### config.mk
export PLATFORM = sky130hd
export DESIGN_NAME = bmprle_parser
export DESIGN_NICKNAME = d
export VERILOG_FILES = /design/src/bmprle_pkg.sv /design/src/bmprle_parser.sv
export SDC_FILE = /design/constraint.sdc
export NUM_CORES = 1
export LEC_CHECK = 0
export ABC_AREA = 1
export BUFFER_PORTS_ARGS = -buffer_cell sky130_fd_sc_hd__buf_4
export CORE_MARGIN = 8
export CORE_UTILIZATION = 60
export CTS_CLUSTER_SIZE = 40
export DETAILED_ROUTE_END_ITERATION = 6
export PLACE_DENSITY = 0.81
export SYNTH_ARGS = -nofsm -noshare
export SYNTH_HDL_FRONTEND = slang
export SYNTH_SLANG_ARGS = --single-unit
### constraint.sdc
create_clock -name clock -period 3 [get_ports clock]
set_clock_uncertainty 0.05 [all_clocks]
set_input_delay 0.45 -clock clock [delete_from_list [all_inputs] [get_ports clock]]
set_output_delay 0.45 -clock clock [all_outputs]
set_load 0.01 [all_outputs]
### src/bmprle_pkg.sv
`default_nettype none

package bmprle_pkg;

   localparam logic OP_DATA    = 1'b0;
   localparam logic OP_PALETTE = 1'b1;

   localparam logic KIND_RUN = 1'b0;
   localparam logic KIND_END = 1'b1;

   typedef struct packed {
      logic        emit;
      logic        kind;
      logic [7:0]  index;
      logic [11:0] column;
      logic [11:0] row;
      logic [7:0]  length;
   } evt_type;

endpackage

`default_nettype wire

### src/bmprle_parser.sv
`default_nettype none

module bmprle_parser import bmprle_pkg::*; #(
   parameter int MAX_DIM = 4096
) (
   input  wire logic        clock,
   input  wire logic        reset,
   input  wire logic        data_fire,
   input  wire logic [7:0]  data_byte,
   input  wire logic [23:0] image_bytes,
   output evt_type          evt
);

   localparam int CW = $clog2(MAX_DIM);
   localparam int SW = ((CW > 8) ? CW : 8) + 1;

   localparam logic [2:0] PH_COUNT   = 3'd0;
   localparam logic [2:0] PH_VALUE   = 3'd1;
   localparam logic [2:0] PH_ESCAPE  = 3'd2;
   localparam logic [2:0] PH_DX      = 3'd3;
   localparam logic [2:0] PH_DY      = 3'd4;
   localparam logic [2:0] PH_LITERAL = 3'd5;
   localparam logic [2:0] PH_PAD     = 3'd6;

   localparam logic [7:0] ESC_EOL   = 8'd0;
   localparam logic [7:0] ESC_EOB   = 8'd1;
   localparam logic [7:0] ESC_DELTA = 8'd2;

   function automatic logic [CW-1:0] sat_add(input logic [CW-1:0] a, input logic [7:0] b);
      logic [SW-1:0] sum;
      sum = SW'(a) + SW'(b);
      return (sum > SW'(MAX_DIM - 1)) ? CW'(MAX_DIM - 1) : sum[CW-1:0];
   endfunction

   logic [2:0]    phase_ff, phase_in;
   logic [7:0]    count_ff, count_in;
   logic [7:0]    literal_ff, literal_in;
   logic          pad_ff, pad_in;
   logic [7:0]    dcol_ff, dcol_in;
   logic [CW-1:0] col_ff, col_in;
   logic [CW-1:0] row_ff, row_in;
   logic [23:0]   seen_ff, seen_in;
   logic          finished_ff, finished_in;

   logic          active;
   logic [CW+11:0] col_ext;
   logic [CW+11:0] row_ext;

   assign active  = data_fire && !finished_ff && (seen_ff < image_bytes);
   assign col_ext = {12'd0, col_ff};
   assign row_ext = {12'd0, row_ff};

   always_comb begin
      phase_in    = phase_ff;
      count_in    = count_ff;
      literal_in  = literal_ff;
      pad_in      = pad_ff;
      dcol_in     = dcol_ff;
      col_in      = col_ff;
      row_in      = row_ff;
      seen_in     = seen_ff;
      finished_in = finished_ff;
      evt.emit    = 1'b0;
      evt.kind    = KIND_RUN;
      evt.index   = data_byte;
      evt.column  = col_ext[11:0];
      evt.row     = row_ext[11:0];
      evt.length  = 8'd1;
      if (active) begin
         seen_in = seen_ff + 24'd1;
         unique case (phase_ff)
            PH_COUNT: begin
               if (data_byte != 8'd0) begin
                  count_in = data_byte;
                  phase_in = PH_VALUE;
               end else begin
                  phase_in = PH_ESCAPE;
               end
            end
            PH_VALUE: begin
               evt.emit   = 1'b1;
               evt.length = count_ff;
               col_in     = sat_add(col_ff, count_ff);
               count_in   = 8'd0;
               phase_in   = PH_COUNT;
            end
            PH_ESCAPE: begin
               case (data_byte)
                  ESC_EOL: begin
                     col_in   = '0;
                     row_in   = sat_add(row_ff, 8'd1);
                     phase_in = PH_COUNT;
                  end
                  ESC_EOB: begin
                     finished_in = 1'b1;
                     phase_in    = PH_COUNT;
                     evt.emit    = 1'b1;
                     evt.kind    = KIND_END;
                     evt.length  = 8'd0;
                  end
                  ESC_DELTA: phase_in = PH_DX;
                  default: begin
                     literal_in = data_byte;
                     pad_in     = data_byte[0];
                     phase_in   = PH_LITERAL;
                  end
               endcase
            end
            PH_DX: begin
               dcol_in  = data_byte;
               phase_in = PH_DY;
            end
            PH_DY: begin
               col_in   = sat_add(col_ff, dcol_ff);
               row_in   = sat_add(row_ff, data_byte);
               dcol_in  = 8'd0;
               phase_in = PH_COUNT;
            end
            PH_LITERAL: begin
               evt.emit   = 1'b1;
               col_in     = sat_add(col_ff, 8'd1);
               literal_in = literal_ff - 8'd1;
               if (literal_ff == 8'd1) begin
                  phase_in = pad_ff ? PH_PAD : PH_COUNT;
                  pad_in   = 1'b0;
               end
            end
            PH_PAD: phase_in = PH_COUNT;
            default: phase_in = PH_COUNT;
         endcase
      end
   end

   always_ff @(posedge clock) begin
      if (reset) begin
         phase_ff    <= PH_COUNT;
         count_ff    <= 8'd0;
         literal_ff  <= 8'd0;
         pad_ff      <= 1'b0;
         dcol_ff     <= 8'd0;
         col_ff      <= '0;
         row_ff      <= '0;
         seen_ff     <= 24'd0;
         finished_ff <= 1'b0;
      end else begin
         phase_ff    <= phase_in;
         count_ff    <= count_in;
         literal_ff  <= literal_in;
         pad_ff      <= pad_in;
         dcol_ff     <= dcol_in;
         col_ff      <= col_in;
         row_ff      <= row_in;
         seen_ff     <= seen_in;
         finished_ff <= finished_in;
      end
   end

endmodule

`default_nettype wire

==> qor.txt <==
FMAX = 0.347 GHz
Critical path required time = 2.50 ns
Final count of hold timing violations = 0
Most frequent cell after synthesis = nand2_1
CTS Hold Bufs = 0
Area growth syn-to-layout = 14.0%
GPL Wtd Cong = 0.961
IO buf count = 76
Ranking of synthesized cells by area = dfxtp_1 (22%), nand2_1 (15%), ha_1 (9.8%), a21oi_1 (8.0%), inv_1 (7.7%)
Worst skew pair latency = 0.34 ns
Die area = 15,200 um^2
PwrDens = 340 nW/um^2
Largest net degree at the start of global routing = 37
Post-route cell area = 7880 um^2
Mapped Area = 6910 um^2
Die W = 123 um
Core area = 11,300 um^2
Root buf cell = clkbuf_16
Max Buffers Root-to-Sink = 2
Ratio of cells with drive above 1 in the final layout = 12.9%
Startpoint Class = flip-flop
DRT antenna net count = 0
Slew Viols, Final = 0
Status = completed
Detail Placement HPWL = 15,000 um
Diode count = 0
CTS HTree Levels = 3
Hold slack final = 0.368 ns
Io pins = 77
YS warnings = 0
CP Capture Type = output port
Clock tree from TritonCTS = yes
Top FF cell, synth = dfxtp_1
DR WL/cell = 14.4 um
Total Wirelength = 19,400 um
Cells after DPL = 1,330
Total track usage = 25.7%
Finished Layout Cells = 1,347
EDFF count, synth = 0
CP Class = reg -> out
Post-Synthesis Mean Instance Area = 6.12 um^2
Layout net count = 1,292
Num CTS Buffers = 9
Via count = 7,480
Vias/cell = 5.55
CTS Sinks = 77
Number of synthesized register bits = 77
Post-Syn Instances = 1,130
Placed cell area = 7580 um^2
Cell row count = 39
Register-to-register setup slack = 0.47 ns
Async SR Flop Fraction = 0%
Period utilization = 96.0%
Final setup viols = 0
Reg2reg path depth = 12
Initial Utilization = 61.1%
Reg2reg start = row_ff[0]$_SDFFE_PP0P_
Worst slew margin = 58.3%
Slew @ Worst Pin = 0.625 ns
Vert. Die Dim = 123 um
Detailed Routing Iterations Pass 1 = 5
Initial antenna violation count = 0
DR DRC count = 0
Top cells by count, synth = nand2_1 (284), inv_1 (142), nor2_1 (135)
Largest area contributor in the netlist = dfxtp_1
CP Data Arrival Time = 2.38 ns
Synth unique cells = 47
Post-route setup TNS = 0 ns
Max Cap Violations = 0
Number of global-route vias before repair = 6,690
Grt ovf = 0
Worst VDD drop = 0.000270 V
Tmin final = 2.88 ns
Leak = 3.73 nW
Post-route core utilization = 69.6%
Register area share after synthesis = 22.3%
Crit Path Max Fanout = 5
Initial drt markers = 710
Critical path startpoint = seen_ff[21]$_SDFFE_PP0P_
Reg2reg end = row_ff[11]$_SDFFE_PP0P_
Yosys top cell area share = 22.3%
Setup crit end = evt[0]
First-pass GRT wire length = 31,600 um
Clock slew seen by the registers of the worst setup and hold paths = 0.06 ns
Syn nets = 1,222
Hold Crit Class = in -> reg
area by class of cell:
class                      count  area, um^2
multi-input combinational    869        4620
fill                        1004        3440
inverter                     151         581
clock buffer                  11         243
timing repair buffer          92         691
tap                          143         179
sequential                    77        1550
clock inverter                 4        25.0
critical path, cell delays in order, from the launching register on:
cell	delay, ns
dfxtp_2	0.34
ha_1	0.29
a21oi_1	0.17
nor2_1	0.08
nor3_2	0.11
nand2_1	0.10
a21oi_4	0.16
nand3_4	0.14
buf_4	0.19
nor4_2	0.20
nor2_1	0.11
buf_4	0.16
registers in the layout, summed over array words and instances (netlist names):
register	flops
col_ff	12
count_ff	8
dcol_ff	8
finished_ff	1
literal_ff	8
pad_ff	1
phase_ff	3
row_ff	12
seen_ff	24
routing by layer:
| metal | wire length [um] | vias up | GRT usage [%] |
|---|---|---|---|
| met5 | 0 | - | 0 |
| met4 | 425 | 0 | 8.58 |
| met3 | 1510 | 40 | 4.57 |
| met2 | 8980 | 287 | 42.4 |
| met1 | 8440 | 3324 | 33.1 |
| li1 | - | 3829 | - |
cells by family (layout without fill, tap and decap cells):
group	count (synthesis)	count (layout)	synth area share, %
and+or+nand+nor	582	582	37.2
AOI/OAI and AO/OA	204	204	15.6
buffers and inverters	184	258	10.9
DFF	77	77	22.3
adders and majority gates	57	57	10.6
xor gates and xnor gates	26	26	3.29
worst min-delay path by stage:
stage                                         from  cells past startpoint                        to
after floorplan           finished_ff$_SDFFE_PP0P_                      2  finished_ff$_SDFFE_PP0P_
after global placement         pad_ff$_SDFFE_PP0P_                      2       pad_ff$_SDFFE_PP0P_
after detailed placement       pad_ff$_SDFFE_PP0P_                      2       pad_ff$_SDFFE_PP0P_
after CTS                             data_byte[4]                      3  count_ff[4]$_SDFFE_PP0P_
after global routing                  data_byte[4]                      3  count_ff[4]$_SDFFE_PP0P_
final                                 data_byte[4]                      3  count_ff[4]$_SDFFE_PP0P_
through the flow:
step	power (mW)	setup WS, ns
2_1_floorplan	1.48	0.415
3_3_place_gp	1.66	0.259
4_1_cts	2.67	0.0370
6_report	2.68	0.121
3_5_place_dp	1.66	0.193
5_1_grt	2.78	-0.0158
power by group:
group	switching [mW]	internal, mW	total, mW
clock	0.446	0.576	1.02
combinational	0.327	0.213	0.540
sequential	0.0579	1.06	1.11
total	0.830	1.85	2.68
cells in the final DEF, fill, tap and decap left out, types with 3 or more instances in the layout:
| cell type | instances |
|---|---|
| a21oi_1 | 111 |
| a31oi_1 | 3 |
| buf_4 | 92 |
| clkbuf_16 | 9 |
| clkinv_2 | 3 |
| dfxtp_1 | 73 |
| dfxtp_2 | 4 |
| fa_1 | 3 |
| ha_1 | 54 |
| inv_1 | 142 |
| inv_2 | 7 |
| nand2_1 | 284 |
| nand2_2 | 5 |
| nand3_1 | 73 |
| nand4_1 | 21 |
| nor2_1 | 135 |
| nor2_2 | 10 |
| nor2_4 | 4 |
| nor3_1 | 28 |
| nor3_2 | 6 |
| nor4_1 | 4 |
| o21a_1 | 5 |
| o21ai_0 | 66 |
| o21ai_1 | 6 |
| xnor2_1 | 8 |
| xor2_1 | 18 |
repair_timing:
action,in CTS,in global routing
gates resized for setup,0,7
setup endpoints to repair,0,10
setup buffers,0,2
Power figures use the tool's default switching activity.
